$ cat src/hw/rtl/cpba_pkg.sv
// Package for the first-fit page allocator: field widths, command and
// status codes, the request and response structs and default parameters.
// Depends on nothing.
package cpba_pkg;

    localparam int SIZE_W = 19;
    localparam int PAGE_W = 6;

    localparam int PAGES_DEF = 64;
    localparam int PAGE_BYTES_DEF = 4096;
    localparam int QUEUE_DEPTH = 2;

    localparam logic CMD_ALLOC = 1'b0;
    localparam logic CMD_FREE = 1'b1;

    localparam logic STATUS_OK = 1'b0;
    localparam logic STATUS_FAIL = 1'b1;

    typedef struct packed {
        logic              cmd;
        logic [SIZE_W-1:0] size_bytes;
        logic [PAGE_W-1:0] start_page;
    } cpba_req_t;

    typedef struct packed {
        logic              status;
        logic [PAGE_W-1:0] first_page;
    } cpba_rsp_t;

endpackage

$ cat src/hw/rtl/cpba_ram.sv
// Generic simple dual-port RAM with one write port and a registered read.
// Depends on nothing.
module cpba_ram #(
    parameter int WIDTH = 1,
    parameter int DEPTH = 64,
    parameter int AW = (DEPTH > 1) ? $clog2(DEPTH) : 1
) (
    input  logic             clk,
    input  logic             we,
    input  logic [AW-1:0]    waddr,
    input  logic [WIDTH-1:0] wdata,
    input  logic [AW-1:0]    raddr,
    output logic [WIDTH-1:0] rdata
);

    logic [WIDTH-1:0] mem [DEPTH];

    always_ff @(posedge clk)
    begin
        if (we)
        begin
            mem[waddr] <= wdata;
        end
        rdata <= mem[raddr];
    end

endmodule

$ cat src/hw/rtl/cpba_front.sv
// Front end of the allocator: takes a command, divides the byte size by the
// page size with a reciprocal multiply and classifies the job for the queue.
// Depends on cpba_pkg.
module cpba_front #(
    parameter int PAGES = cpba_pkg::PAGES_DEF,
    parameter int PAGE_BYTES = cpba_pkg::PAGE_BYTES_DEF,
    parameter int CNT_W = $clog2(PAGES + 1),
    parameter int JOB_W = 2 + cpba_pkg::PAGE_W + CNT_W
) (
    input  logic                clk,
    input  logic                rst_n,
    input  logic                start,
    output logic                busy,
    input  cpba_pkg::cpba_req_t req,
    output logic                push,
    output logic [JOB_W-1:0]    job,
    input  logic                full
);
    import cpba_pkg::*;

    localparam int EW = SIZE_W + 1;
    localparam int RW = SIZE_W + 2;
    localparam int PROD_W = SIZE_W + RW;
    localparam int SHIFT = SIZE_W + $clog2(PAGE_BYTES);
    localparam longint RECIP_L = ((longint'(1) << SHIFT) + longint'(PAGE_BYTES) - 1)
        / longint'(PAGE_BYTES);
    localparam logic [RW-1:0] RECIP = RW'(RECIP_L);
    localparam logic [SIZE_W-1:0] PAGE_S = SIZE_W'(PAGE_BYTES);
    localparam logic [EW-1:0] PAGES_E = EW'(PAGES);

    localparam logic [1:0] F_IDLE = 2'd0;
    localparam logic [1:0] F_DIV = 2'd1;
    localparam logic [1:0] F_REM = 2'd2;
    localparam logic [1:0] F_PUSH = 2'd3;

    typedef struct packed {
        logic              fail;
        logic              cmd;
        logic [PAGE_W-1:0] start;
        logic [CNT_W-1:0]  count;
    } job_t;

    logic [1:0]        state_reg, state_next;
    logic [SIZE_W-1:0] size_reg, size_next;
    logic [SIZE_W-1:0] quo_reg, quo_next;
    logic              frac_reg, frac_next;
    logic              cmd_reg, cmd_next;
    logic              zero_reg, zero_next;
    logic [PAGE_W-1:0] start_reg, start_next;

    logic [PROD_W-1:0] prod;
    logic [SIZE_W-1:0] rem_low;
    logic [EW-1:0]     need;
    logic [EW-1:0]     free_end;
    logic              alloc_fail;
    logic              free_fail;
    job_t              job_w;

    // The rounded-up reciprocal gives the exact quotient for every size in the field.
    assign prod = PROD_W'(size_reg) * PROD_W'(RECIP);
    assign rem_low = size_reg - quo_reg * PAGE_S;
    assign need = {1'b0, quo_reg} + EW'(frac_reg);
    assign free_end = {1'b0, quo_reg} + EW'(start_reg);
    assign alloc_fail = zero_reg || (need > PAGES_E);
    assign free_fail = zero_reg || frac_reg || (free_end > PAGES_E);

    always_comb
    begin
        job_w.cmd = cmd_reg;
        job_w.start = start_reg;
        if (cmd_reg == CMD_ALLOC)
        begin
            job_w.fail = alloc_fail;
            job_w.count = alloc_fail ? '0 : CNT_W'(need);
        end
        else
        begin
            job_w.fail = free_fail;
            job_w.count = free_fail ? '0 : CNT_W'(quo_reg);
        end
    end

    assign job = job_w;
    assign busy = (state_reg != F_IDLE);
    assign push = (state_reg == F_PUSH) && !full;

    always_comb
    begin
        state_next = state_reg;
        size_next = size_reg;
        quo_next = quo_reg;
        frac_next = frac_reg;
        cmd_next = cmd_reg;
        zero_next = zero_reg;
        start_next = start_reg;
        case (state_reg)
            F_IDLE:
            begin
                if (start)
                begin
                    size_next = req.size_bytes;
                    cmd_next = req.cmd;
                    zero_next = (req.size_bytes == '0);
                    start_next = req.start_page;
                    state_next = F_DIV;
                end
            end
            F_DIV:
            begin
                quo_next = SIZE_W'(prod >> SHIFT);
                state_next = F_REM;
            end
            F_REM:
            begin
                frac_next = (rem_low != '0);
                state_next = F_PUSH;
            end
            F_PUSH:
            begin
                if (!full)
                begin
                    state_next = F_IDLE;
                end
            end
            default:
            begin
                state_next = F_IDLE;
            end
        endcase
    end

    always_ff @(posedge clk or negedge rst_n)
    begin
        if (!rst_n)
        begin
            state_reg <= F_IDLE;
        end
        else
        begin
            state_reg <= state_next;
        end
    end

    always_ff @(posedge clk)
    begin
        size_reg <= size_next;
        quo_reg <= quo_next;
        frac_reg <= frac_next;
        cmd_reg <= cmd_next;
        zero_reg <= zero_next;
        start_reg <= start_next;
    end

endmodule

$ cat src/hw/rtl/cpba_queue.sv
// Short first-in first-out queue of classified jobs between front and back.
// Depends on nothing.
module cpba_queue #(
    parameter int WIDTH = 16,
    parameter int DEPTH = 2
) (
    input  logic             clk,
    input  logic             rst_n,
    input  logic             push,
    input  logic [WIDTH-1:0] wdata,
    input  logic             pop,
    output logic [WIDTH-1:0] rdata,
    output logic             full,
    output logic             empty
);

    localparam int PW = (DEPTH > 1) ? $clog2(DEPTH) : 1;
    localparam int CW = $clog2(DEPTH + 1);
    localparam logic [PW-1:0] LAST = PW'(DEPTH - 1);
    localparam logic [CW-1:0] DEPTH_C = CW'(DEPTH);

    logic [WIDTH-1:0] entry_reg [DEPTH];
    logic [PW-1:0]    wptr_reg, wptr_next;
    logic [PW-1:0]    rptr_reg, rptr_next;
    logic [CW-1:0]    count_reg, count_next;

    assign full = (count_reg == DEPTH_C);
    assign empty = (count_reg == '0);
    assign rdata = entry_reg[rptr_reg];

    always_comb
    begin
        wptr_next = wptr_reg;
        rptr_next = rptr_reg;
        count_next = count_reg;
        if (push)
        begin
            wptr_next = (wptr_reg == LAST) ? '0 : wptr_reg + 1'b1;
        end
        if (pop)
        begin
            rptr_next = (rptr_reg == LAST) ? '0 : rptr_reg + 1'b1;
        end
        if (push && !pop)
        begin
            count_next = count_reg + 1'b1;
        end
        else if (pop && !push)
        begin
            count_next = count_reg - 1'b1;
        end
    end

    always_ff @(posedge clk or negedge rst_n)
    begin
        if (!rst_n)
        begin
            wptr_reg <= '0;
            rptr_reg <= '0;
            count_reg <= '0;
        end
        else
        begin
            wptr_reg <= wptr_next;
            rptr_reg <= rptr_next;
            count_reg <= count_next;
        end
    end

    always_ff @(posedge clk)
    begin
        if (push)
        begin
            entry_reg[wptr_reg] <= wdata;
        end
    end

    assert property (@(posedge clk) disable iff (!rst_n) push |-> !full)
        else $error("Job pushed into a full queue.");
    assert property (@(posedge clk) disable iff (!rst_n) pop |-> !empty)
        else $error("Job popped from an empty queue.");
    assert property (@(posedge clk) disable iff (!rst_n) count_reg <= DEPTH_C)
        else $error("Queue fill count is above its depth.");

endmodule

$ cat src/hw/rtl/cpba_back.sv
// Back end of the allocator: clears the busy map after reset, scans it for
// the first free run, marks or clears runs and drives the result strobe.
// Depends on cpba_pkg and cpba_ram.
module cpba_back #(
    parameter int PAGES = cpba_pkg::PAGES_DEF,
    parameter int CNT_W = $clog2(PAGES + 1),
    parameter int JOB_W = 2 + cpba_pkg::PAGE_W + CNT_W
) (
    input  logic                clk,
    input  logic                rst_n,
    input  logic [JOB_W-1:0]    job,
    input  logic                empty,
    output logic                pop,
    output logic                clearing,
    output logic                done,
    output cpba_pkg::cpba_rsp_t rsp
);
    import cpba_pkg::*;

    localparam int AW = (PAGES > 1) ? $clog2(PAGES) : 1;
    localparam logic [AW-1:0] LAST = AW'(PAGES - 1);
    localparam logic [AW:0] PAGES_A = (AW + 1)'(PAGES);

    localparam logic [1:0] B_CLEAR = 2'd0;
    localparam logic [1:0] B_IDLE = 2'd1;
    localparam logic [1:0] B_SCAN = 2'd2;
    localparam logic [1:0] B_WRITE = 2'd3;

    typedef struct packed {
        logic              fail;
        logic              cmd;
        logic [PAGE_W-1:0] start;
        logic [CNT_W-1:0]  count;
    } job_t;

    job_t             head;
    logic [1:0]       state_reg, state_next;
    logic [AW-1:0]    p_reg, p_next;
    logic [CNT_W-1:0] n_reg, n_next;
    logic [AW:0]      a_reg, a_next;
    logic             dv_reg, dv_next;
    logic [AW-1:0]    c_reg, c_next;
    logic [CNT_W-1:0] run_reg, run_next;
    logic [CNT_W-1:0] need_reg, need_next;
    logic             wv_reg, wv_next;
    logic [PAGE_W-1:0] first_reg, first_next;
    logic             done_reg, done_next;
    cpba_rsp_t        rsp_reg, rsp_next;

    logic             ram_we;
    logic [AW-1:0]    ram_waddr;
    logic             ram_wdata;
    logic [AW-1:0]    ram_raddr;
    logic             ram_rdata;
    logic [AW-1:0]    start_calc;

    assign head = job;
    assign start_calc = c_reg - AW'(need_reg - CNT_W'(1));
    assign clearing = (state_reg == B_CLEAR);
    assign done = done_reg;
    assign rsp = rsp_reg;

    cpba_ram #(
        .WIDTH(1),
        .DEPTH(PAGES),
        .AW(AW)
    ) u_map (
        .clk(clk),
        .we(ram_we),
        .waddr(ram_waddr),
        .wdata(ram_wdata),
        .raddr(ram_raddr),
        .rdata(ram_rdata)
    );

    always_comb
    begin
        state_next = state_reg;
        p_next = p_reg;
        n_next = n_reg;
        a_next = a_reg;
        dv_next = 1'b0;
        c_next = c_reg;
        run_next = run_reg;
        need_next = need_reg;
        wv_next = wv_reg;
        first_next = first_reg;
        done_next = 1'b0;
        rsp_next = rsp_reg;
        pop = 1'b0;
        ram_we = 1'b0;
        ram_waddr = p_reg;
        ram_wdata = wv_reg;
        ram_raddr = a_reg[AW-1:0];
        case (state_reg)
            B_CLEAR:
            begin
                ram_we = 1'b1;
                ram_wdata = 1'b0;
                p_next = p_reg + 1'b1;
                if (p_reg == LAST)
                begin
                    state_next = B_IDLE;
                end
            end
            B_IDLE:
            begin
                if (!empty)
                begin
                    pop = 1'b1;
                    need_next = head.count;
                    if (head.fail)
                    begin
                        done_next = 1'b1;
                        rsp_next.status = STATUS_FAIL;
                        rsp_next.first_page = '0;
                    end
                    else if (head.cmd == CMD_ALLOC)
                    begin
                        a_next = '0;
                        run_next = '0;
                        state_next = B_SCAN;
                    end
                    else
                    begin
                        p_next = AW'(head.start);
                        n_next = head.count;
                        wv_next = 1'b0;
                        first_next = '0;
                        state_next = B_WRITE;
                    end
                end
            end
            B_SCAN:
            begin
                if (a_reg < PAGES_A)
                begin
                    a_next = a_reg + 1'b1;
                    dv_next = 1'b1;
                    c_next = a_reg[AW-1:0];
                end
                if (dv_reg)
                begin
                    run_next = ram_rdata ? '0 : run_reg + 1'b1;
                    if (!ram_rdata && (run_reg + 1'b1 == need_reg))
                    begin
                        dv_next = 1'b0;
                        p_next = start_calc;
                        n_next = need_reg;
                        wv_next = 1'b1;
                        first_next = PAGE_W'(start_calc);
                        state_next = B_WRITE;
                    end
                    else if (c_reg == LAST)
                    begin
                        dv_next = 1'b0;
                        done_next = 1'b1;
                        rsp_next.status = STATUS_FAIL;
                        rsp_next.first_page = '0;
                        state_next = B_IDLE;
                    end
                end
            end
            B_WRITE:
            begin
                ram_we = 1'b1;
                p_next = p_reg + 1'b1;
                n_next = n_reg - 1'b1;
                if (n_reg == CNT_W'(1))
                begin
                    done_next = 1'b1;
                    rsp_next.status = STATUS_OK;
                    rsp_next.first_page = first_reg;
                    state_next = B_IDLE;
                end
            end
            default:
            begin
                state_next = B_IDLE;
            end
        endcase
    end

    always_ff @(posedge clk or negedge rst_n)
    begin
        if (!rst_n)
        begin
            state_reg <= B_CLEAR;
            p_reg <= '0;
            n_reg <= '0;
            a_reg <= '0;
            dv_reg <= 1'b0;
            run_reg <= '0;
            done_reg <= 1'b0;
        end
        else
        begin
            state_reg <= state_next;
            p_reg <= p_next;
            n_reg <= n_next;
            a_reg <= a_next;
            dv_reg <= dv_next;
            run_reg <= run_next;
            done_reg <= done_next;
        end
    end

    always_ff @(posedge clk)
    begin
        c_reg <= c_next;
        need_reg <= need_next;
        wv_reg <= wv_next;
        first_reg <= first_next;
        rsp_reg <= rsp_next;
    end

    assert property (@(posedge clk) disable iff (!rst_n)
        (state_reg == B_SCAN) |-> (run_reg < need_reg))
        else $error("Free run count reached the request without being taken.");
    assert property (@(posedge clk) disable iff (!rst_n)
        (state_reg == B_WRITE) |-> (n_reg != '0))
        else $error("Run update entered with no pages left to write.");
    assert property (@(posedge clk) disable iff (!rst_n)
        (state_reg == B_CLEAR) |-> !done_reg && !pop)
        else $error("Result or job handled during the map clearing pass.");
    assert property (@(posedge clk) disable iff (!rst_n)
        pop |=> (done_reg || (state_reg != B_IDLE)))
        else $error("Job taken from the queue without a result or a map pass.");

endmodule

$ cat src/hw/rtl/contiguous_page_bitmap_allocator_unit.sv
// Top level of the first-fit contiguous page allocator.
// Depends on cpba_pkg, cpba_front, cpba_queue and cpba_back.
// A request is divided by the page size and classified, then popped from the queue;
// an alloc then scans the map one page a cycle and marks its run one page a cycle,
// and a free clears its run likewise. Throughput is set by the map scan of each
// alloc; results cannot be stalled. After reset busy stays high while the map
// is cleared.
module contiguous_page_bitmap_allocator_unit #(
    parameter int PAGES = cpba_pkg::PAGES_DEF,
    parameter int PAGE_BYTES = cpba_pkg::PAGE_BYTES_DEF
) (
    input  logic                clk,
    input  logic                rst_n,
    input  logic                start,
    output logic                busy,
    input  cpba_pkg::cpba_req_t req,
    output logic                done,
    output cpba_pkg::cpba_rsp_t rsp
);
    import cpba_pkg::*;

    localparam int CNT_W = $clog2(PAGES + 1);
    localparam int JOB_W = 2 + PAGE_W + CNT_W;

    logic             front_busy;
    logic             clearing;
    logic             push;
    logic             pop;
    logic             full;
    logic             empty;
    logic [JOB_W-1:0] job_in;
    logic [JOB_W-1:0] job_out;

    assign busy = front_busy || clearing;

    cpba_front #(
        .PAGES(PAGES),
        .PAGE_BYTES(PAGE_BYTES),
        .CNT_W(CNT_W),
        .JOB_W(JOB_W)
    ) u_front (
        .clk(clk),
        .rst_n(rst_n),
        .start(start && !clearing),
        .busy(front_busy),
        .req(req),
        .push(push),
        .job(job_in),
        .full(full)
    );

    cpba_queue #(
        .WIDTH(JOB_W),
        .DEPTH(QUEUE_DEPTH)
    ) u_queue (
        .clk(clk),
        .rst_n(rst_n),
        .push(push),
        .wdata(job_in),
        .pop(pop),
        .rdata(job_out),
        .full(full),
        .empty(empty)
    );

    cpba_back #(
        .PAGES(PAGES),
        .CNT_W(CNT_W),
        .JOB_W(JOB_W)
    ) u_back (
        .clk(clk),
        .rst_n(rst_n),
        .job(job_out),
        .empty(empty),
        .pop(pop),
        .clearing(clearing),
        .done(done),
        .rsp(rsp)
    );

endmodule
$ cat config.mk
export PLATFORM = sky130hd
export DESIGN_NAME = contiguous_page_bitmap_allocator_unit
export DESIGN_NICKNAME = d
export VERILOG_FILES = /design/src/hw/rtl/cpba_pkg.sv /design/src/hw/rtl/cpba_ram.sv /design/src/hw/rtl/cpba_front.sv /design/src/hw/rtl/cpba_queue.sv /design/src/hw/rtl/cpba_back.sv /design/src/hw/rtl/contiguous_page_bitmap_allocator_unit.sv
export SDC_FILE = /design/constraint.sdc
export NUM_CORES = 1
export LEC_CHECK = 0
export ABC_AREA = 1
export BUFFER_PORTS_ARGS = -buffer_cell sky130_fd_sc_hd__buf_2
export CELL_PAD_IN_SITES_DETAIL_PLACEMENT = 2
export CELL_PAD_IN_SITES_GLOBAL_PLACEMENT = 2
export CORE_UTILIZATION = 38
export CTS_BUF_LIST = sky130_fd_sc_hd__clkbuf_2 sky130_fd_sc_hd__clkbuf_4 sky130_fd_sc_hd__clkbuf_8
export CTS_CLUSTER_SIZE = 16
export DETAILED_ROUTE_END_ITERATION = 16
export PLACE_DENSITY = 0.85
export SLEW_MARGIN = 10
export SYNTH_ARGS = -nofsm -noshare
export SYNTH_HDL_FRONTEND = slang
export SYNTH_SLANG_ARGS = --single-unit
$ cat constraint.sdc
create_clock -name clk -period 3 [get_ports clk]
set_input_delay 0.15 -clock clk [delete_from_list [all_inputs] [get_ports clk]]
set_output_delay 0.15 -clock clk [all_outputs]
set_load 0.005 [all_outputs]
==> summary.txt, run 1 <==
Detailed routing
  – Vias per cell: ~5.4
  – Post-detailed-route count of antenna-violating nets: 0
  – Initial DRC count: approximately 400
  – Pre-antenna DRT Iters: 5
  – Routed len/inst: 21.6 um
  – Routed WL: between 30000 and 40000 um
  – Vias: 7568
  – Post-route DRC violation count: 0

Logic synthesis
  – EDFF count, synth: between 150 and 200
  – Most common flop cell mapped by yosys: edfxtp_1
  – Async SR Flop Fraction: about a fifth
  – Syn Area/Cell: between 9 and 10 sq um
  – Most frequent cell after synthesis: nand2_1
  – Yosys top cell by area: edfxtp_1
  – Syn_nets: approximately 1100
  – Seq/Total Area, Yosys: around three fifths
  – Ys Warns: 0
  – Synthesis-stage register bit count: roughly 190
  – Top cell type's share of synthesized area: between 40 and 50%
  – Cell count after synthesis: 988
  – Synth unique cells: 47
  – Most frequent cells after synthesis: 200 x nand2_1, 160 x nor2_1, 156 x edfxtp_1
  – Synth area leaders: edfxtp_1 49%, dfrtp_1 9.7%, nand2_1 7.8%, nor2_1 6.3%, ha_1 4.8%
  – Post-Syn Area: around 0.0096 sq mm

Hold path
  – Sink of the worst hold path: u_front.state_reg[1]
  – Hold Startpoint: start
  – Worst Hold Class: input port to register
  – Worst hold stages: 5

Power and ir drop
  – Internal power: roughly 3.6 mW
  – P_sw: between 1 and 1.5 mW
  – Sw frac: a little under a quarter
  – PD cells: approximately 440 mW/mm^2
  – Clock power frac: around two fifths
  – Comb pwr share: under 10%
  – Sequential fraction of design power: between 60 and 70%
  – Peak supply drop: between 0.0002 and 0.00025 V
  – Final Total Pwr: around 4.8 mW
  – Leakage: between 4 and 5 nW

Timing
  – Max Clk Rate: around 0.38 GHz
  – Max Slew Vio Count: 0
  – Setup repair after global routing missed its margin: false
  – Final hold violations: 0
  – Layout Skew: about 0.030 ns
  – TNS Setup: 0 ns
  – Post-layout min period: between 2 and 3 ns
  – Worst Max-Slew Pin Slew: 1.01 ns
  – Hold slack: ~0.16 ns
  – Tcrit/Tclk final: 88.0%
  – Max-slew headroom: between 30% and 40%
  – # setup viols final: 0

Worst setup path
  – Worst R2R End: u_queue.entry_reg[1][14]
  – Crit Path Class: register to register
  – Critical path startpoint category: register
  – Crit path max fanout: 8
  – Worst r2r src: u_front.quo_reg[2]
  – Worst Path Required: 3.20 ns
  – R2R depth: 7
  – Critical path arrival: between 2 and 3 ns
  – Setup crit end kind: register
  – FF-to-FF setup slack: around 0.36 ns

Floorplanning
  – I/O pin cnt: 38
  – Initial Util: about two fifths
  – Die Span Y: around 160 um
  – Die area: between 0.02 and 0.03 sq mm
  – Die X: 161 um
  – Num rows: 57
  – Core footprint: between 0.02 and 0.025 sq mm

Place
  – Dpl hpwl: ~22000 um
  – Port buffer count: 37
  – Dpl cell area: 0.0102 sq mm
  – Gpl congestion: approximately 0.84

Finish
  – Layout Nets: 1128
  – Final instance area: 0.0109 sq mm
  – Area Growth Syn to Fin: 13.3%
  – Share of post-route cells with drive strength above 1: 10.4%
  – # diodes: 0
  – Max reg flops: 64

Clock network
  – CTS tree: done
  – Clock Tree Buf Depth: 2
  – CTS H-Tree Depth: 4
  – Root Buffer: clkbuf_8
  – Clock buffer count from CTS: 17
  – CTS Sinks: 194
  – Worst-path clk slew: about 0.11 ns
  – Worst-skew pair later-pin latency: approximately 0.51 ns

Global route
  – Global routing's busiest layer: met2
  – Met2 usage: approximately 44%
  – Global Route Usage Sum: approximately 24%
  – First-pass GRT wire length: ~48000 um
  – Largest net degree at the start of global routing: 65
  – GR Layer Usage met3: under 10%
  – Number of global-route vias before repair: 8728
  – Antenna violations before repair: 0
  – GRT overflow: 0
  – Met1 usage: between 20% and 30%

Status
  – Status: completed

Job
  – Max Cap Violations: 0
==> area by class of cell <==
| class | count | area [sq um] |
|---|---|---|
| Inverter | 101 | 379 |
| Sequential cell | 194 | 5630 |
| Clock buffer | 18 | 241 |
| Multi-Input combinational cell | 667 | 3480 |
| Fill cell | 2657 | 13700 |
| Timing Repair Buffer | 79 | 568 |
| Clock inverter | 14 | 166 |
| Tap cell | 324 | 405 |
==> power groups by stage <==
stage	clock, mW	combinational (mW)	sequential [mW]
3_3_place_gp	0	0.0334	2.93
5_1_grt	1.95	0.0708	2.87
2_1_floorplan	0	0.00135	2.93
3_5_place_dp	0	0.0360	2.93
6_report	1.82	0.0651	2.87
4_1_cts	1.85	0.0628	2.87
==> worst max path at each step <==
stage	startpoint	endpoint
final	u_front.quo_reg[2]	u_queue.entry_reg[1][14]
after floorplan	u_back.state_reg[0]	u_back.u_map.mem[0]
after global routing	u_front.quo_reg[2]	u_queue.entry_reg[1][14]
after global placement	u_back.run_reg[0]	u_back.first_reg[1]
after CTS	u_front.quo_reg[2]	u_queue.entry_reg[1][14]
after detailed placement	u_front.quo_reg[2]	u_queue.entry_reg[0][14]
==> stage by stage <==
step                cells  worst slack (ns)  util, %
floorplan             988             0.283        -
global placement     1338             0.641     41.5
detailed placement   1338             0.473     41.5
CTS                  1397             0.367     44.3
global route         1397             0.120     44.3
finish               1397             0.359     44.3
==> layer usage <==
metal / wire length, um / vias to the layer above
li1: - / 3499
met1: 12700 / 3849
met2: 15700 / 170
met3: 989 / 50
met4: 760 / 0
met5: 0 / -
==> worst max-delay path, stage by stage, from the launching register on <==
cell	delay [ns]
edfxtp_1	0.51
ha_1	0.39
a21oi_1	0.26
a21oi_1	0.13
o21ai_0	0.25
nand2_1	0.11
a21oi_1	0.52
a21oi_1	0.19
==> cells by family after synthesis <==
group / synth area share (%)
xor+xnor: 1.64
compound gates: 7.77
flops: 58.7
fa+ha+maj: 5.24
simple gates: 21.5
buf+inv: 5.13
==> placed cells by master, fill, tap and decap left out, types with 10 or more instances in the layout <==
master and n:
a21oi_1 27, dfrtp_1 37, nand2_1 200, buf_4 15, nand3_1 63, dlygate4sd3_1 27
nand4_1 21, o21ai_0 59, o22ai_1 13, inv_1 95, xor2_1 13, clkbuf_8 17
nor2_1 158, edfxtp_1 156, o211ai_1 10, ha_1 37, buf_2 37
==> timing repair <==
item / 4_1_cts / 5_1_grt
setup buffers: 0 / 0
hold endpoints to repair: 64 / 0
setup endpoints to repair: 0 / 0
gates resized for setup: 0 / 0
hold buffers: 27 / 0
Power figures use the tool's default switching activity.
==> run 2, diff against run 1 <==
- CORE_UTILIZATION: 38 -> 42
- PLACE_DENSITY: 0.85 -> 0.92
==> run 2 against run 1 <==
  * Critical path depth up 1
  * Via count up 3.0%
  * Count of clock-buffer cells in the layout unchanged
  * Sequential share of layout area up 0.46 points
==> summary.txt, run 2 (synthesis results as in run 1) <==
Worst setup path
  – Crit path max fanout: 17 (+9)
  – Critical path startpoint category: register
  – Crit-path slowest cell: dfrtp_1
  – Critical path arrival: 2.99 ns (+0.15 ns)
  – Delay-heaviest family, CP: compound AO/OA/AOI/OAI gates
  – CP cell instances: inv_2 > nand2_1 > nand2_1 > o21ai_2 > a21boi_4 > nand3_4 > a21oi_1 > buf_4
  – Worst Path Required: 3.20 ns (about the same)
  – Setup crit end kind: register
  – Most Frequent Cell on Critical Path: nand2_1
  – Crit Path Class: register to register
  – WP buf/inv: 2 (+2)
  – Crit-path max cell delay: 0.75 ns (+0.23 ns)

Timing
  – Layout Skew: 0.0218 ns (-0.00852 ns)
  – Setup repair after global routing missed its margin: false
  – TNS Setup: 0 ns (unchanged)
  – # setup viols final: 0 (unchanged)
  – Max Slew Vio Count: 0 (unchanged)
  – Worst Max-Slew Pin Slew: 1.07 ns (+0.0528 ns)
  – Max-slew headroom: 28.9% (-3.6 points)
  – Max Clk Rate: 0.359 GHz (-5.1%)
  – Final hold violations: 0 (unchanged)
  – Post-layout min period: 2.78 ns (+0.142 ns)
  – Tcrit/Tclk final: 92.8% (+4.7 points)

Detailed routing
  – Vias per cell: 5.77 (+6.6%)
  – Post-detailed-route count of antenna-violating nets: 0 (unchanged)
  – Vias: 7796 (+3.0%)
  – Post-route DRC violation count: 0 (unchanged)
  – Pre-antenna DRT Iters: 5 (unchanged)
  – Routed WL: 33600 um (+11%)
  – Routed len/inst: 24.9 um (+15%)
  – Initial DRC count: 555 (+35%)

Finish
  – Share of post-route cells with drive strength above 1: 10.3% (-0.16 points)
  – Max reg flops: 64 (unchanged)
  – Commonest non-fill, non-tap cell in the layout: nand2_1
  – # diodes: 0 (unchanged)
  – Area Growth Syn to Fin: 12.3%
  – Layout Nets: 1125 (-0.27%)
  – Commonest cells after routing, fill and taps aside: 200 x nand2_1, 158 x nor2_1, 156 x edfxtp_1, 95 x inv_1, 63 x nand3_1
  – # fillers: 2333 (-12%)

Power and ir drop
  – Leakage: 4.15 nW (-0.66%)
  – P_sw: 1.11 mW (-1.7%)
  – Sw frac: 23.6% (-0.20 points)
  – Internal power: 3.60 mW (-0.62%)
  – PD cells: 438 mW/mm^2 (about the same)
  – Peak supply drop: 0.000431 V (+73%)
  – Comb pwr share: 1.4% (about the same)
  – Clock power frac: 37.6% (-0.6 points)
  – Sequential fraction of design power: 61.0% (+0.6 points)
  – Final Total Pwr: 4.71 mW (-0.88%)

Floorplanning
  – Die area: 0.0234 sq mm (-9.4%)
  – Core footprint: 0.0221 sq mm (-9.9%)
  – Die X: 153 um (-4.8%)
  – I/O pin cnt: 38 (unchanged)
  – Die Span Y: 153 um (-4.8%)
  – Initial Util: 43.4% (+4.3 points)
  – Num rows: 54 (-5.3%)

Global route
  – GRT overflow: 0 (unchanged)
  – Global Route Usage Sum: 30.0% (+5.5 points)
  – Largest net degree at the start of global routing: 65 (unchanged)
  – First-pass GRT wire length: 52400 um (+9.5%)
  – Antenna violations before repair: 0 (unchanged)
  – Number of global-route vias before repair: 8925 (+2.3%)

Clock network
  – CTS tree: done
  – CTS Sinks: 194 (unchanged)
  – Clock buffer count from CTS: 17 (unchanged)
  – Worst-path clk slew: 0.11 ns (about the same)
  – CTS H-Tree Depth: 4 (unchanged)
  – Worst-skew pair later-pin latency: 0.50 ns (about the same)
  – Postcts setup bufs: 0 (unchanged)
  – Clock Tree Buf Depth: 2 (unchanged)
  – Root Buffer: clkbuf_8

Hold path
  – Worst Hold Class: input port to register

Job
  – Max Cap Violations: 0 (unchanged)

Place
  – Dpl hpwl: 22500 um (+3.8%)
  – Port buffer count: 37 (unchanged)
  – Gpl congestion: 0.844 (+1.0%)

Status
  – Status: completed
[run 2: cell types whose count changed in the layout (fill, tap and decap cells not counted)]
cell        delta
a21oi_1        -1
a21oi_2        +1
buf_4          -3
clkinv_2       +1
clkinv_8       -1
clkinvlp_4     +1
inv_6          +3
inv_8          -4
[run 2: final cells by class]
cell class / instances / area, sq um / area share, %
inverter: 101 / 379 / 3.52
clock inverter: 14 / 144 / 1.34
tap: 280 / 350 / 3.25
multi-input combinational: 667 / 3480 / 32.3
sequential: 194 / 5630 / 52.3
timing repair buffer: 76 / 546 / 5.06
clock buffer: 18 / 241 / 2.24
[run 2: worst paths after layout]
check,startpoint,end,slack [ns],depth (start not counted)
worst max-delay path,u_queue.rptr_reg,u_back.wv_reg,0.22,8
worst min-delay path,start,u_front.state_reg[0],0.20,5
worst max register to register,u_queue.rptr_reg,u_back.wv_reg,0.22,8
worst min register to register,u_front.size_reg[17],u_front.quo_reg[5],0.51,0
max in group asynchronous,rst_n,u_back.a_reg[1],2.07,2
min in group asynchronous,rst_n,u_back.run_reg[5],0.33,2
[run 2: routing by layer]
metal	track usage (%)	routed length, um	vias up
met3	4.88	1370	68
met4	11.2	871	0
met1	35.7	13800	3988
met5	0	0	-
met2	54.2	17600	240
li1	-	-	3500
[run 2: repair_timing]
action	4_1_cts	5_1_grt
endpoints found under the hold margin	64	0
gates resized for setup	0	1
hold buffers	27	0
setup endpoints to repair	0	3
[run 2: through the flow]
stage	hold WS (ns)	cells	cell area (sq um)	util (%)	setup WS [ns]
after global placement	0.327	1291	10100	45.8	0.592
final	0.200	1350	10800	48.8	0.217
after detailed placement	0.330	1291	10100	45.8	0.321
after floorplan	-0.146	988	9590	-	0.283
after CTS	0.163	1350	10800	48.7	0.155
after global routing	0.219	1350	10800	48.8	0.0663
[run 2: worst reg2reg max path: cells and delay by family (launching register included)]
kind	cells	cell delay (ns)
DFF	1	0.75
AOI/OAI and AO/OA	3	1.02
buffers and inverters	2	0.32
and+or+nand+nor	3	0.40
[run 2: power groups by stage]
| stage | clock, mW | combinational (mW) | sequential (mW) |
|---|---|---|---|
| 6_report | 1.77 | 0.0677 | 2.87 |
| 5_1_grt | 1.88 | 0.0729 | 2.87 |
| 4_1_cts | 1.78 | 0.0631 | 2.87 |
| 3_5_place_dp | 0 | 0.0359 | 2.93 |
| 3_3_place_gp | 0 | 0.0327 | 2.93 |
| 2_1_floorplan | 0 | 0.00135 | 2.93 |
==> run 3, diff against run 2 <==
==> constraint.sdc (replaced) <==
create_clock -name clk -period 3 [get_ports clk]
set_input_delay 0.6 -clock clk [delete_from_list [all_inputs] [get_ports clk]]
set_output_delay 0.6 -clock clk [all_outputs]
set_load 0.005 [all_outputs]
==> run 3 against run 2 <==
  * Sequential share of layout area up 1.4 points
  * Die area unchanged
  * Global-route usage shrank 2.4 points
  * Worst setup slack worse by 0.084 ns
  * Hold slack better by 0.022 ns
  * Non-clock buffer count down 27
  * Total power decreased by 1.1%
  * Clock skew increased by 0.0018 ns
  * Fmax is 2.9% lower
  * Sequential power about the same
==> summary.txt, run 3 (synthesis results as in run 1) <==
Status
  – Status: completed

Clock network
  – Post-CTS Hold Buffers: 0 (-100%)
  – Worst-skew pair later-pin latency: 0.51 ns (about the same)
  – Postcts setup bufs: 0 (unchanged)
  – CTS tree: done
  – Root Buffer: clkbuf_8
  – Clock Tree Buf Depth: 2 (unchanged)
  – Worst-path clk slew: 0.12 ns (about the same)
  – CTS Sinks: 194 (unchanged)
  – CTS H-Tree Depth: 4 (unchanged)
  – Clock buffer count from CTS: 17 (unchanged)
  – Resize count post-CTS: 0 (unchanged)

Worst setup path
  – Crit-path slowest cell: a21oi_1
  – Crit path launch: u_front.quo_reg[2]
  – Crit Path Class: register to register
  – Crit path max fanout: 8 (-9)
  – Setup crit end kind: register
  – CP cell instances: ha_1 > a21oi_1 > a21oi_1 > o21ai_0 > nand2_1 > a21oi_1 > nand3_1 > nand2_1
  – Most Frequent Cell on Critical Path: a21oi_1
  – Crit-path max cell delay: 0.60 ns (-0.15 ns)
  – Critical path arrival: 3.22 ns (+0.23 ns)
  – Worst Path Required: 3.35 ns (+0.15 ns)
  – Critical path startpoint category: register
  – R2R depth: 8 (unchanged)
  – Worst r2r src: u_front.quo_reg[2]

Global route
  – Antenna violations before repair: 0 (unchanged)
  – GRT overflow: 0 (unchanged)
  – Global Route Usage Sum: 27.6% (-2.4 points)
  – First-pass GRT wire length: 48800 um (-6.9%)
  – Number of global-route vias before repair: 8658 (-3.0%)
  – Largest net degree at the start of global routing: 65 (unchanged)

Detailed routing
  – Post-route DRC violation count: 0 (unchanged)
  – Routed len/inst: 23.2 um (-6.7%)
  – Initial DRC count: 527 (-5.0%)
  – Vias per cell: 5.67 (-1.8%)
  – Routed WL: 30700 um (-8.6%)
  – Vias: 7505 (-3.7%)
  – Post-detailed-route count of antenna-violating nets: 0 (unchanged)
  – Pre-antenna DRT Iters: 5 (unchanged)

Timing
  – Max-slew headroom: 28.6% (-0.37 points)
  – Max Slew Vio Count: 0 (unchanged)
  – Hold slack: 0.222 ns (+0.0217 ns)
  – TNS Setup: 0 ns (unchanged)
  – Max Clk Rate: 0.349 GHz (-2.9%)
  – Final worst setup slack: 0.133 ns (-0.0842 ns)
  – Worst Max-Slew Pin Slew: 1.07 ns (+0.00555 ns)
  – Final hold violations: 0 (unchanged)
  – Setup repair after global routing missed its margin: false
  – # setup viols final: 0 (unchanged)
  – Layout Skew: 0.0235 ns (+0.00176 ns)
  – Tcrit/Tclk final: 95.6% (+2.8 points)
  – Post-layout min period: 2.87 ns (+0.0842 ns)

Job
  – Max Cap Violations: 0 (unchanged)

Finish
  – # fillers: 2369 (+1.5%)
  – Final instance area: 0.0105 sq mm (-2.5%)
  – Max reg flops: 64 (unchanged)
  – Commonest cells after routing, fill and taps aside: 200 x nand2_1, 158 x nor2_1, 156 x edfxtp_1, 95 x inv_1, 63 x nand3_1
  – Share of post-route cells with drive strength above 1: 10.5% (+0.17 points)
  – Commonest non-fill, non-tap cell in the layout: nand2_1
  – # diodes: 0 (unchanged)
  – Area Growth Syn to Fin: 9.47%
  – Layout Nets: 1098 (-2.4%)

Place
  – Port buffer count: 37 (unchanged)
  – Dpl cell area: 0.0101 sq mm (unchanged)
  – Dpl ws: 0.321 ns (unchanged)
  – Dpl hpwl: 22500 um (unchanged)
  – Gpl congestion: 0.844 (unchanged)

Hold path
  – Worst Hold Class: input port to asynchronous set/reset pin

Power and ir drop
  – Peak supply drop: 0.000369 V (-14%)
  – PD cells: 444 mW/mm^2 (+1.4%)
  – Leakage: 4.04 nW (-2.7%)

Floorplanning
  – I/O pin cnt: 38 (unchanged)
  – Die X: 153 um (unchanged)
  – Num rows: 54 (unchanged)
  – Die area: 0.0234 sq mm (unchanged)
  – Initial Util: 43.4% (unchanged)
  – Die Span Y: 153 um (unchanged)
  – Core footprint: 0.0221 sq mm (unchanged)
[run 3: changes by cell type in the layout (fill, tap and decap cells not counted)]
cell	change
a21oi_2	-1
dlygate4sd3_1	-27
a21oi_1	+1
[run 3: worst max-delay path: cells and delay by family (launching register included)]
| family | cells | cell delay [ns] |
|---|---|---|
| flops | 1 | 0.53 |
| simple gates | 3 | 0.47 |
| fa+ha+maj | 1 | 0.41 |
| compound gates | 4 | 1.30 |
[run 3: cell type report]
type                            instances  area (sq um)  share of cell area [%]
Clock buffer                           18           241                    2.30
Clock inverter                         14           144                    1.37
Inverter                              101           379                    3.61
Multi-Input combinational cell        667          3480                    33.1
Sequential cell                       194          5630                    53.6
Tap cell                              280           350                    3.34
Timing Repair Buffer                   49           275                    2.62
[run 3: metrics by stage]
step                util [%]  total power [mW]  instances
global route            47.5              4.77       1323
floorplan                  -              2.94        988
finish                  47.5              4.66       1323
detailed placement      45.8              2.97       1291
CTS                     47.5              4.69       1323
global placement        45.8              2.97       1291
[run 3: final timing paths]
path / endpoint / slack, ns
min in group clk: u_front.start_reg[5] / 0.27
worst min-delay path: u_front.state_reg[0] / 0.22
worst max-delay path: u_queue.entry_reg[0][1] / 0.13
worst min register to register: u_front.quo_reg[5] / 0.49
max in group asynchronous: u_back.a_reg[1] / 2.17
worst max register to register: u_queue.entry_reg[0][1] / 0.13
[run 3: report_power, final]
group          switching [mW]  total (mW)  internal [mW]
registers                   0        2.87           2.87
logic                  0.0209      0.0345         0.0136
clock network            1.06        1.75          0.692
total                    1.08        4.66           3.58
[run 3: routing by layer]
layer | part of all wire [%] | vias to the layer above | GRT usage [%] | routed length, um
li1 | - | 3446 | - | -
met3 | 3.8 | 58 | 4.93 | 1160
met1 | 43 | 3812 | 33.2 | 13100
met2 | 51 | 189 | 49.2 | 15700
met5 | 0 | - | 0 | 0
met4 | 2.3 | 0 | 10.2 | 721
